### config.mk
export PLATFORM = sky130hd
export DESIGN_NAME = weighted_flow_hash_uplink_select
export DESIGN_NICKNAME = d
export VERILOG_FILES = /design/src/sv/wfhus_pkg.sv /design/src/sv/weighted_flow_hash_uplink_select.sv /design/src/sv/wfhus_slot_ram.sv /design/src/sv/wfhus_divider.sv /design/src/sv/wfhus_hash.sv
export SDC_FILE = /design/constraint.sdc
export NUM_CORES = 2
export LEC_CHECK = 0
export BUFFER_PORTS_ARGS = -buffer_cell sky130_fd_sc_hd__buf_2
export CAP_MARGIN = 25
export CORE_MARGIN = 10
export CORE_UTILIZATION = 63
export CTS_CLUSTER_DIAMETER = 50
export DETAILED_ROUTE_END_ITERATION = 8
export PLACE_DENSITY = 0.8
export SYNTH_ARGS = -nofsm -noshare
export SYNTH_HDL_FRONTEND = slang
export SYNTH_SLANG_ARGS = --single-unit
### constraint.sdc
create_clock -name i_clk -period 8.7 [get_ports i_clk]
set_clock_uncertainty 0.1 [all_clocks]
set_input_delay 0.435 -clock i_clk [delete_from_list [all_inputs] [get_ports i_clk]]
set_output_delay 0.435 -clock i_clk [all_outputs]
set_load 0.02 [all_outputs]
### src/sv/wfhus_pkg.sv
// Package for the weighted flow-hash uplink selector.
// Holds sizes, operation codes and the hash mixer constants; no dependencies.
package wfhus_pkg;
    localparam int PROFILES          = 16;
    localparam int SLOTS_PER_PROFILE = 8;
    localparam int MAX_UPLINKS       = 16;
    localparam int PROF_W  = 4;
    localparam int SLOT_W  = 3;
    localparam int ADDR_W  = PROF_W + SLOT_W;
    localparam int DEPTH   = PROFILES * SLOTS_PER_PROFILE;
    localparam int ENTRY_W = 21;
    localparam int SUM_W   = 19;

    localparam logic [31:0] MIX_MUL_A = 32'h7feb352d;
    localparam logic [31:0] MIX_MUL_B = 32'h846ca68b;

    localparam logic [1:0] OP_WRITE_SLOT  = 2'd0;
    localparam logic [1:0] OP_WRITE_COUNT = 2'd1;
    localparam logic [1:0] OP_SELECT      = 2'd2;
    localparam logic [1:0] OP_NONE        = 2'd3;

    localparam logic [0:0] REG_TOTAL_UPLINKS = 1'd0;
    localparam logic [0:0] REG_PROFILES      = 1'd1;

    typedef struct packed {
        logic signed [15:0] weight;
        logic signed [4:0]  uplink;
    } t_entry;

    typedef struct packed {
        logic        we;
        logic [ADDR_W-1:0] waddr;
        t_entry      wdata;
        logic        re;
        logic [ADDR_W-1:0] raddr;
    } t_mem_req;
endpackage

### src/sv/weighted_flow_hash_uplink_select.sv
// Weighted flow-hash uplink selector: slot table in a registered-read RAM, counts in flops.
// A select runs the hash, a sum walk over the slot weights, the divide, a pick walk and a
// final read and check; a zero weight sum skips the pick walk, and a bad or empty profile
// returns after the hash. Writes never make the block busy. One item at a time.
// Synchronous active-low reset clears the config registers, counts and control; the slot RAM is
// not cleared. The receiver cannot stall: o_valid pulses for one cycle per select.
module weighted_flow_hash_uplink_select (
    input  logic        i_clk,
    input  logic        i_rst_n,
    input  logic        start,
    output logic        busy,
    input  logic [1:0]  i_operation,
    input  logic [3:0]  i_profile,
    input  logic [2:0]  i_slot,
    input  logic signed [15:0] i_weight,
    input  logic signed [4:0]  i_uplink_index,
    input  logic [3:0]  i_slot_count,
    input  logic [31:0] i_src_ip,
    input  logic [31:0] i_dst_ip,
    input  logic [15:0] i_src_port,
    input  logic [15:0] i_dst_port,
    input  logic [7:0]  i_proto,
    output logic        o_valid,
    output logic        o_found,
    output logic [3:0]  o_chosen_uplink,
    input  logic        psel,
    input  logic        penable,
    input  logic        pwrite,
    input  logic [2:0]  paddr,
    input  logic [31:0] pwdata,
    output logic [31:0] prdata,
    output logic        pready
);
    typedef enum logic [2:0] {
        S_IDLE, S_HASH, S_SUM, S_DIV, S_WALK, S_PICK, S_CHECK
    } t_state;

    t_state r_state;
    logic [4:0] r_total_uplinks, r_profiles;
    logic [3:0] r_counts [wfhus_pkg::PROFILES];
    logic [3:0] r_prof;
    logic [3:0] r_cnt;
    logic [3:0] r_idx;      // slot address issued to the RAM
    logic [3:0] r_seen;     // slots whose data has come back
    logic [1:0] r_hstep;
    logic [wfhus_pkg::SUM_W-1:0] r_sum, r_acc;
    logic [31:0] r_seed;
    logic        r_div_go;
    logic        r_zero_sum;

    wfhus_pkg::t_mem_req req;
    wfhus_pkg::t_entry   rdata;
    logic [31:0] hash;
    logic        div_done;
    logic [wfhus_pkg::SUM_W-1:0] div_rem;
    logic        accept, cfg_wr;
    logic [4:0]  lim;
    logic [wfhus_pkg::SUM_W-1:0] pos_w, n_acc;

    assign busy   = (r_state != S_IDLE);
    assign accept = start && !busy;
    assign pready = 1'b1;
    assign cfg_wr = psel && penable && pwrite;
    assign lim    = (r_total_uplinks > 5'(wfhus_pkg::MAX_UPLINKS)) ?
                    5'(wfhus_pkg::MAX_UPLINKS) : r_total_uplinks;
    assign pos_w  = (rdata.weight > 16'sd0) ?
                    {{(wfhus_pkg::SUM_W-16){1'b0}}, rdata.weight} : '0;
    assign n_acc  = r_acc + pos_w;

    always_comb begin
        unique case (paddr[2])
            wfhus_pkg::REG_TOTAL_UPLINKS: prdata = {27'd0, r_total_uplinks};
            default:                      prdata = {27'd0, r_profiles};
        endcase
    end

    // RAM port: slot writes from the command, reads always enabled at the walk address
    always_comb begin
        req.we    = accept && (i_operation == wfhus_pkg::OP_WRITE_SLOT);
        req.waddr = {i_profile, i_slot};
        req.wdata = '{weight: i_weight, uplink: i_uplink_index};
        req.re    = 1'b1;
        req.raddr = {r_prof, r_idx[2:0]};
    end

    wfhus_slot_ram u_ram (.i_clk(i_clk), .i_req(req), .o_rdata(rdata));

    wfhus_hash u_hash (
        .i_clk(i_clk), .i_seed(r_seed), .i_step(r_hstep), .o_hash(hash)
    );

    wfhus_divider u_div (
        .i_clk(i_clk), .i_rst_n(i_rst_n), .i_start(r_div_go),
        .i_dividend(hash), .i_divisor(r_sum), .o_done(div_done), .o_rem(div_rem)
    );

    always_ff @(posedge i_clk) begin
        if (!i_rst_n) begin
            r_state         <= S_IDLE;
            r_total_uplinks <= '0;
            r_profiles      <= '0;
            for (int p = 0; p < wfhus_pkg::PROFILES; p++) r_counts[p] <= '0;
            o_valid         <= 1'b0;
            o_found         <= 1'b0;
            o_chosen_uplink <= '0;
            r_div_go        <= 1'b0;
            r_hstep         <= 2'd3;
        end else begin
            o_valid  <= 1'b0;
            r_div_go <= 1'b0;
            if (cfg_wr) begin
                unique case (paddr[2])
                    wfhus_pkg::REG_TOTAL_UPLINKS: r_total_uplinks <= pwdata[4:0];
                    default:                      r_profiles      <= pwdata[4:0];
                endcase
            end
            unique case (r_state)
                S_IDLE: begin
                    if (accept) begin
                        r_prof <= i_profile;
                        r_seed <= i_src_ip ^ i_dst_ip ^ {i_src_port, 16'd0}
                                  ^ {16'd0, i_dst_port} ^ {24'd0, i_proto};
                        unique case (i_operation)
                            wfhus_pkg::OP_WRITE_COUNT:
                                r_counts[i_profile] <=
                                    (i_slot_count > 4'(wfhus_pkg::SLOTS_PER_PROFILE)) ?
                                    4'(wfhus_pkg::SLOTS_PER_PROFILE) : i_slot_count;
                            wfhus_pkg::OP_SELECT: begin
                                r_state <= S_HASH;
                                r_hstep <= 2'd0;
                            end
                            default: ;
                        endcase
                    end
                end
                S_HASH: begin
                    r_hstep <= r_hstep + 2'd1;
                    if (r_hstep == 2'd2) begin
                        r_cnt <= r_counts[r_prof];
                        if ({1'b0, r_prof} >= r_profiles
                            || r_counts[r_prof] == 4'd0) begin
                            o_valid         <= 1'b1;
                            o_found         <= 1'b0;
                            o_chosen_uplink <= '0;
                            r_state         <= S_IDLE;
                        end else begin
                            r_idx   <= 4'd0;
                            r_seen  <= 4'd0;
                            r_acc   <= '0;
                            r_state <= S_SUM;
                        end
                    end
                end
                S_SUM: begin
                    // address runs one slot ahead; data comes back in the next cycle
                    r_idx <= r_idx + 4'd1;
                    if (r_idx != 4'd0) begin
                        r_acc  <= n_acc;
                        r_seen <= r_seen + 4'd1;
                        if (r_seen + 4'd1 == r_cnt) begin
                            // zero sum: slot = hash mod count, same divider
                            r_zero_sum <= (n_acc == '0);
                            r_sum      <= (n_acc == '0) ?
                                          {{(wfhus_pkg::SUM_W-4){1'b0}}, r_cnt} : n_acc;
                            r_div_go   <= 1'b1;
                            r_state    <= S_DIV;
                        end
                    end
                end
                S_DIV: begin
                    if (div_done) begin
                        if (r_zero_sum) begin
                            r_idx   <= {1'b0, div_rem[2:0]};
                            r_state <= S_PICK;
                        end else begin
                            r_idx   <= 4'd0;
                            r_seen  <= 4'd0;
                            r_acc   <= '0;
                            r_state <= S_WALK;
                        end
                    end
                end
                S_WALK: begin
                    r_idx <= r_idx + 4'd1;
                    if (r_idx != 4'd0) begin
                        r_acc  <= n_acc;
                        r_seen <= r_seen + 4'd1;
                        if (pos_w != '0 && div_rem < n_acc) begin
                            r_idx   <= r_seen;
                            r_state <= S_PICK;
                        end else if (r_seen + 4'd1 == r_cnt) begin
                            r_idx   <= r_cnt - 4'd1;
                            r_state <= S_PICK;
                        end
                    end
                end
                S_PICK: begin
                    // RAM read of the chosen slot in flight
                    r_state <= S_CHECK;
                end
                S_CHECK: begin
                    o_valid <= 1'b1;
                    if (rdata.uplink >= 5'sd0 && {1'b0, 4'(rdata.uplink)} < lim) begin
                        o_found         <= 1'b1;
                        o_chosen_uplink <= 4'(rdata.uplink);
                    end else begin
                        o_found         <= 1'b0;
                        o_chosen_uplink <= '0;
                    end
                    r_state <= S_IDLE;
                end
                default: r_state <= S_IDLE;
            endcase
        end
    end
endmodule

### src/sv/wfhus_slot_ram.sv
// Slot table: single write, single registered read port.
// Depends on wfhus_pkg.
module wfhus_slot_ram (
    input  logic              i_clk,
    input  wfhus_pkg::t_mem_req i_req,
    output wfhus_pkg::t_entry o_rdata
);
    wfhus_pkg::t_entry mem [wfhus_pkg::DEPTH];

    always_ff @(posedge i_clk) begin
        if (i_req.we) begin
            mem[i_req.waddr] <= i_req.wdata;
        end
        if (i_req.re) begin
            o_rdata <= mem[i_req.raddr];
        end
    end
endmodule

### src/sv/wfhus_divider.sv
// Restoring divider: 32-bit dividend by 19-bit divisor, one bit per cycle.
// Depends on wfhus_pkg.
module wfhus_divider (
    input  logic                        i_clk,
    input  logic                        i_rst_n,
    input  logic                        i_start,
    input  logic [31:0]                 i_dividend,
    input  logic [wfhus_pkg::SUM_W-1:0] i_divisor,
    output logic                        o_done,
    output logic [wfhus_pkg::SUM_W-1:0] o_rem
);
    logic [31:0]                 r_quo;
    logic [wfhus_pkg::SUM_W:0]   r_rem;
    logic [wfhus_pkg::SUM_W-1:0] r_div;
    logic [5:0]                  r_cnt;
    logic                        r_busy;
    logic [wfhus_pkg::SUM_W:0]   n_shift;

    assign n_shift = {r_rem[wfhus_pkg::SUM_W-1:0], r_quo[31]};
    assign o_rem   = r_rem[wfhus_pkg::SUM_W-1:0];

    always_ff @(posedge i_clk) begin
        if (!i_rst_n) begin
            r_busy <= 1'b0;
            o_done <= 1'b0;
            r_cnt  <= '0;
        end else begin
            o_done <= 1'b0;
            if (i_start) begin
                r_busy <= 1'b1;
                r_cnt  <= 6'd32;
                r_quo  <= i_dividend;
                r_rem  <= '0;
                r_div  <= i_divisor;
            end else if (r_busy) begin
                // shift in next dividend bit, subtract when it fits
                r_quo <= {r_quo[30:0], 1'b0};
                if (n_shift >= {1'b0, r_div}) begin
                    r_rem <= n_shift - {1'b0, r_div};
                end else begin
                    r_rem <= n_shift;
                end
                r_cnt <= r_cnt - 6'd1;
                if (r_cnt == 6'd1) begin
                    r_busy <= 1'b0;
                    o_done <= 1'b1;
                end
            end
        end
    end
endmodule

### src/sv/wfhus_hash.sv
// Flow hash mixer: xor-shift-multiply over three registered steps.
// Depends on wfhus_pkg.
module wfhus_hash (
    input  logic        i_clk,
    input  logic [31:0] i_seed,
    input  logic [1:0]  i_step,
    output logic [31:0] o_hash
);
    logic [31:0] n_val;

    always_comb begin
        unique case (i_step)
            2'd0:    n_val = (i_seed ^ (i_seed >> 16)) * wfhus_pkg::MIX_MUL_A;
            2'd1:    n_val = (o_hash ^ (o_hash >> 15)) * wfhus_pkg::MIX_MUL_B;
            2'd2:    n_val = o_hash ^ (o_hash >> 16);
            default: n_val = o_hash;
        endcase
    end

    always_ff @(posedge i_clk) begin
        o_hash <= n_val;
    end
endmodule

# == Yosys cells after proc, flatten, opt, wreduce, memory -nomap -nowiden ==
# Memories as Yosys holds them, arrays and structs flattened. A register that Yosys moved wholly into a read port is not among the register bits.
# Index checks and enable logic that the tools add are counted.
# totals
ff_bits,219
elab_cells,190
mem_bits_rw,2752
memories,2
input_bits,179
# op_classes
reduce_logical,39
magnitude_cmp,8
multipliers,2
addsub,7
bitwise,10
muxes,73
n_eq_ne,24
# memory_table
memory,words,word_bits,read_ports,rd_ports_with_merged_regs,write_ports,line_no,rtl
u_ram.mem,128,21,1,1,1,wfhus_slot_ram.sv:8,wfhus_pkg::t_entry mem [wfhus_pkg::DEPTH];
r_counts,16,4,1,1,16,weighted_flow_hash_uplink_select.sv:40,logic [3:0] r_counts [wfhus_pkg::PROFILES];
# op_table
operator,count
$mux 19,7
$pmux 32 s3,1
$xor 32x16->32,3
$mux 4,17
$mux 32,2
$xor 32x32->32,2
$pmux 19 s3,1
$mul 32x31->32 const B,1
$mul 32x32->32 const B,1
$xor 32x17->32,1
$xor 32x8->32,1
$mux 3,10
$ge 20x19->1,1
$mux 1,20
$add 19x16->19,1
$logic_not 19->1,1
$lt 19x19->1,1
$reduce_bool 19->1,1
$sub 19x19->19,1
$pmux 3 s6,1
$gt 16x1->1 const B,1
$mux 16,1
$ne 2x2->1 const B,8
$pmux 4 s4,1
other kinds (44),78

# == Depth between registers and ports, before layout ==
# depth
word_depth,9
ltp_mapped,24
mapped_depth_nobuf,24

# == By module ==
# From an unflattened synthesis, not the netlist that was laid out.
# unflattened
hier_cells,7030
area_unflattened_um2,135693.9
# by_module_without_submodules
mod,n_inst,area_each_um2,seq_area_each_um2,cells_each
wfhus_slot_ram,1,103091.4,81348.0,3995
wfhus_hash,1,18625.4,960.9,1828
weighted_flow_hash_uplink_select,1,9653.0,5054.8,844
wfhus_divider,1,4324.1,2262.2,363

# == Worst setup path after synthesis ==
# Ideal clock, no wire load.
# synth_timing
kind,register to register
startpoint,reg r_seed[25]
endpoint,"reg u_hash.o_hash[31], data pin"
required_ps,8339
n_path_buf,0
stages_incl_launch_ff,21
slack_ps,1479
period_less_slack_ps,7221
arrival_ps,6861
setup_ps,261
cell_sequence,edfxtp_1 -> xor2_1 -> ha_1 -> fa_1 -> inv_1 -> fa_1 -> fa_1 -> inv_1 -> fa_1 -> fa_1 -> fa_1 -> fa_1 -> ha_1 -> a21o_1 -> a21o_1 -> a21o_1 -> o41a_1 -> a221o_1 -> a31oi_1 -> xnor2_1 -> a221o_1
# synth_via
elab_chain_len,3
# synth_lines
element,line_no,rtl
from (decl),weighted_flow_hash_uplink_select.sv:47,logic [31:0] r_seed;
from (signal assigned),weighted_flow_hash_uplink_select.sv:121,"r_seed <= i_src_ip ^ i_dst_ip ^ {i_src_port, 16'd0}"
$xor 32x16->32,wfhus_hash.sv:13,2'd0: n_val = (i_seed ^ (i_seed >> 16)) * wfhus_pkg::MIX_MUL_A;
$mul 32x31->32,wfhus_hash.sv:13,
$pmux 32 s3,wfhus_hash.sv:12,unique case (i_step)
via u_hash.n_val[31],wfhus_hash.sv:9,logic [31:0] n_val;
to (signal assigned),wfhus_hash.sv:21,o_hash <= n_val;
to (decl),wfhus_hash.sv:7,output logic [31:0] o_hash
# The timed path passes the listed nets, and every way through them passes these cells.
# A chain may end at the register's enable or synchronous reset.

# == Worst setup path after layout ==
# Ends and elaborated chain as after synthesis.

==> results.md <==
- FF+latch area: 0.0894 mm2
- Crit path max-delay cell type: xor2_1
- Total grt overflow: 0
- Setup TNS: 0 ns
- Detailed-route DRC error count: 0
- First-pass DRT Iterations: 8
- Post-synth top area cell: edfxtp_1
- Final Cycle Share: 92.8%
- Fmax: 124 MHz
- Final nets: 8497
- Clock Latency Late Sink: 0.99 ns
- Async S/R FF share, synth: 0%
- Die Width: 483 um
- Seq/Total Area, Yosys: 66.3%
- Vias in the first global route: about 76000
- Final-report hold violation count: 0
- Post-synth EDFFs: 2941
- Most common cell in the netlist: edfxtp_1
- Largest cells by area after synthesis: edfxtp_1, mux4_2, fa_1
- PostCTS Resize Cnt: 0
- CP peak stage delay: 0.75 ns
- CP Class: flop to flop
- Gr usage total: between 30 and 40%
- Most used flip-flop cell after synthesis: edfxtp_1
- Max Cap Viol: 0
- Core area: 0.213 mm2
- CP endpoint kind: flop
- Synth cell types: 77
- RSZ-0062 raised after global routing: false
- Die height: 483 um
- First-pass GRT wire length: 547000 um
- Row Count: 169
- Post-route ant nets: 0
- Clock slew at reported path FFs: 0.06 ns
- CTS Buf Count: 321
- Area Growth Syn to Fin: 12.8%
- Multi-input gate area: 0.0427 mm2
- Port bufs: roughly 160
- Clock Sinks: 2996
- Avg Cell Area, Syn: between 15 and 20 um2
- DRT iter0 DRCs: 11746
- Gp weighted congestion: 0.906
- Wirelength, routed: 392000 um
- Pin count of the biggest net entering global routing: 129
- Root Buffer Master: clkbuf_16
- Initial antenna violation count: 27
- Crit path max fanout: 6
- Mapped Area: 0.135 mm2
- Final setup viols: 0
- Most used cell, CP: fa_1
- CTS HTree Levels: 5
- CTS Buffer Depth: 4
- Die area: 0.233 mm2
- Seq cells post-synth: 2996
- Critical path launch point type: flop
- Post-Synthesis Cells: 6957
- Status: complete, no violations
- Crit-path cells: xor2_1, ha_1, fa_1, inv_1, fa_1, fa_1, inv_1, fa_1, fa_1, fa_1, fa_1, ha_1, a21o_1, a21o_1, a21o_1, o41a_1, a221o_1, a31oi_1, xnor2_1, a221o_1
- Required @ worst endpoint: 9.27 ns
- Filler cell count: 11887
- Initial Utilization: approximately 63%
- Yosys warnings: 0
- Cell family with most CP delay: adder cells
- Top cell type's share of synthesized area: 65.4%
- Min-delay worst type: input pin to flop
- Layout cells sized above 1: 25.4%
- CTS tree: built
- Post-synth top cells: edfxtp_1, mux4_2, inv_1, ha_1, fa_1
- Final Max Tran Viols: 0
- Top-level port count: 219
- Fin crit period: slightly above 8 ns
- Wire per inst: roughly 37 um
- Slew HR: 27.4%
- Critical Path AT: 8.65 ns
- Routed via count: 73989
- Worst path bufs/invs: 2
- End-of-flow core utilization: between 70% and 80%
- Slew of the pin with the lowest slew margin: 1.09 ns
- Vias/cell: around 7
- HPWL after DPL: 207000 um
## sequential cells by signal, indices dropped and copies added, names as in the netlist, 5 cells and up, named ones only
signal / cells
r_profiles: 5
u_div.r_cnt: 6
r_sum: 19
u_div.r_div: 19
r_acc: 19
u_div.r_rem: 19
u_ram.o_rdata: 21
u_div.r_quo: 32
r_counts: 64
u_hash.o_hash: 32
r_total_uplinks: 5
u_ram.mem: 2688
r_seed: 32
## placed cells by master (no fill, tap or decap), types with 40 or more instances in the layout
cell type / netlist / layout
dfxtp_1: 55 / 54
edfxtp_1: 2941 / 2941
mux4_2: 902 / 902
fa_1: 367 / 367
xor2_1: 90 / 89
clkbuf_16: 0 / 327
a21oi_1: 94 / 93
clkinv_2: 0 / 41
inv_1: 586 / 585
mux2_2: 61 / 61
dlygate4sd3_1: 0 / 105
xnor2_1: 182 / 182
o21ai_0: 64 / 64
buf_2: 49 / 140
a21o_1: 45 / 45
clkinv_1: 0 / 53
ha_1: 448 / 448
nor3_2: 0 / 43
clkbuf_1: 187 / 46
nor2b_1: 40 / 40
nor2_1: 270 / 184
buf_4: 28 / 221
nand2_1: 86 / 86
nor2_2: 0 / 59
nand3_1: 44 / 44
## worst min-delay path: cells and delay by family
family	cells	cell delay, ns
buf+inv	1	0.10
mux	1	0.12
simple gates	2	0.38
## kinds of logic (layout without fill, tap and decap cells)
logic type / Yosys count / count (layout) / share of synthesized area (%)
flops: 2996 / 2996 / 66.3
other cells: 2 / 41 / 0.00557
xor+xnor: 273 / 273 / 1.78
fa+ha+maj: 815 / 815 / 9.60
simple gates: 633 / 633 / 2.20
mux: 985 / 985 / 15.7
buf+inv: 885 / 1629 / 2.60
compound gates: 368 / 368 / 1.83
## area by class of cell
class / instances / share of cell area [%]
inverters: 587 / 1.45
clock inverters: 171 / 1.19
well taps: 2821 / 2.32
repair buffers: 494 / 2.66
flip-flops and latches: 2996 / 58.8
diodes: 12 / 0.0197
multi-input cells: 3103 / 28.1
clock buffers: 377 / 5.53
## per-layer routing
metal	track usage, %	routed length (um)	vias up	part of all wire [%]
met1	42.7	131000	37953	33
met2	52.6	190000	6305	49
met3	8.48	46800	1298	12
met5	0	152	-	0.039
met4	16.2	23600	24	6.0
li1	-	-	28409	-
## worst paths after layout
| path | to | startpoint | cells after the start | slack, ns |
|---|---|---|---|---|
| worst max-delay path | u_hash.o_hash[31] | r_seed[25] | 20 | 0.62 |
| worst min-delay path | r_profiles[2] | pwrite | 4 | 0.06 |
| worst min register to register | u_div.r_div[11] | r_sum[11] | 0 | 0.30 |
| worst max register to register | u_hash.o_hash[31] | r_seed[25] | 20 | 0.62 |
## metrics by stage
stage | hold slack (ns) | setup slack (ns) | instances | instance area [um2]
detailed placement | 0.305 | 0.687 | 9886 | 141000
global placement | 0.301 | 0.693 | 9881 | 140000
global route | 0.0473 | 0.316 | 10555 | 152000
finish | 0.0605 | 0.623 | 10561 | 152000
CTS | 0.000283 | 0.608 | 10539 | 152000
floorplan | 0.300 | 1.48 | 6984 | 135000
## timing repair
item                      CTS  global route
setup buffers               0             0
hold endpoints to repair  865             0
hold buffers              105             0
Power is left out: the tool's default activity adds up to more than one toggle a clock period on the data nets, which glitch-free logic cannot reach.
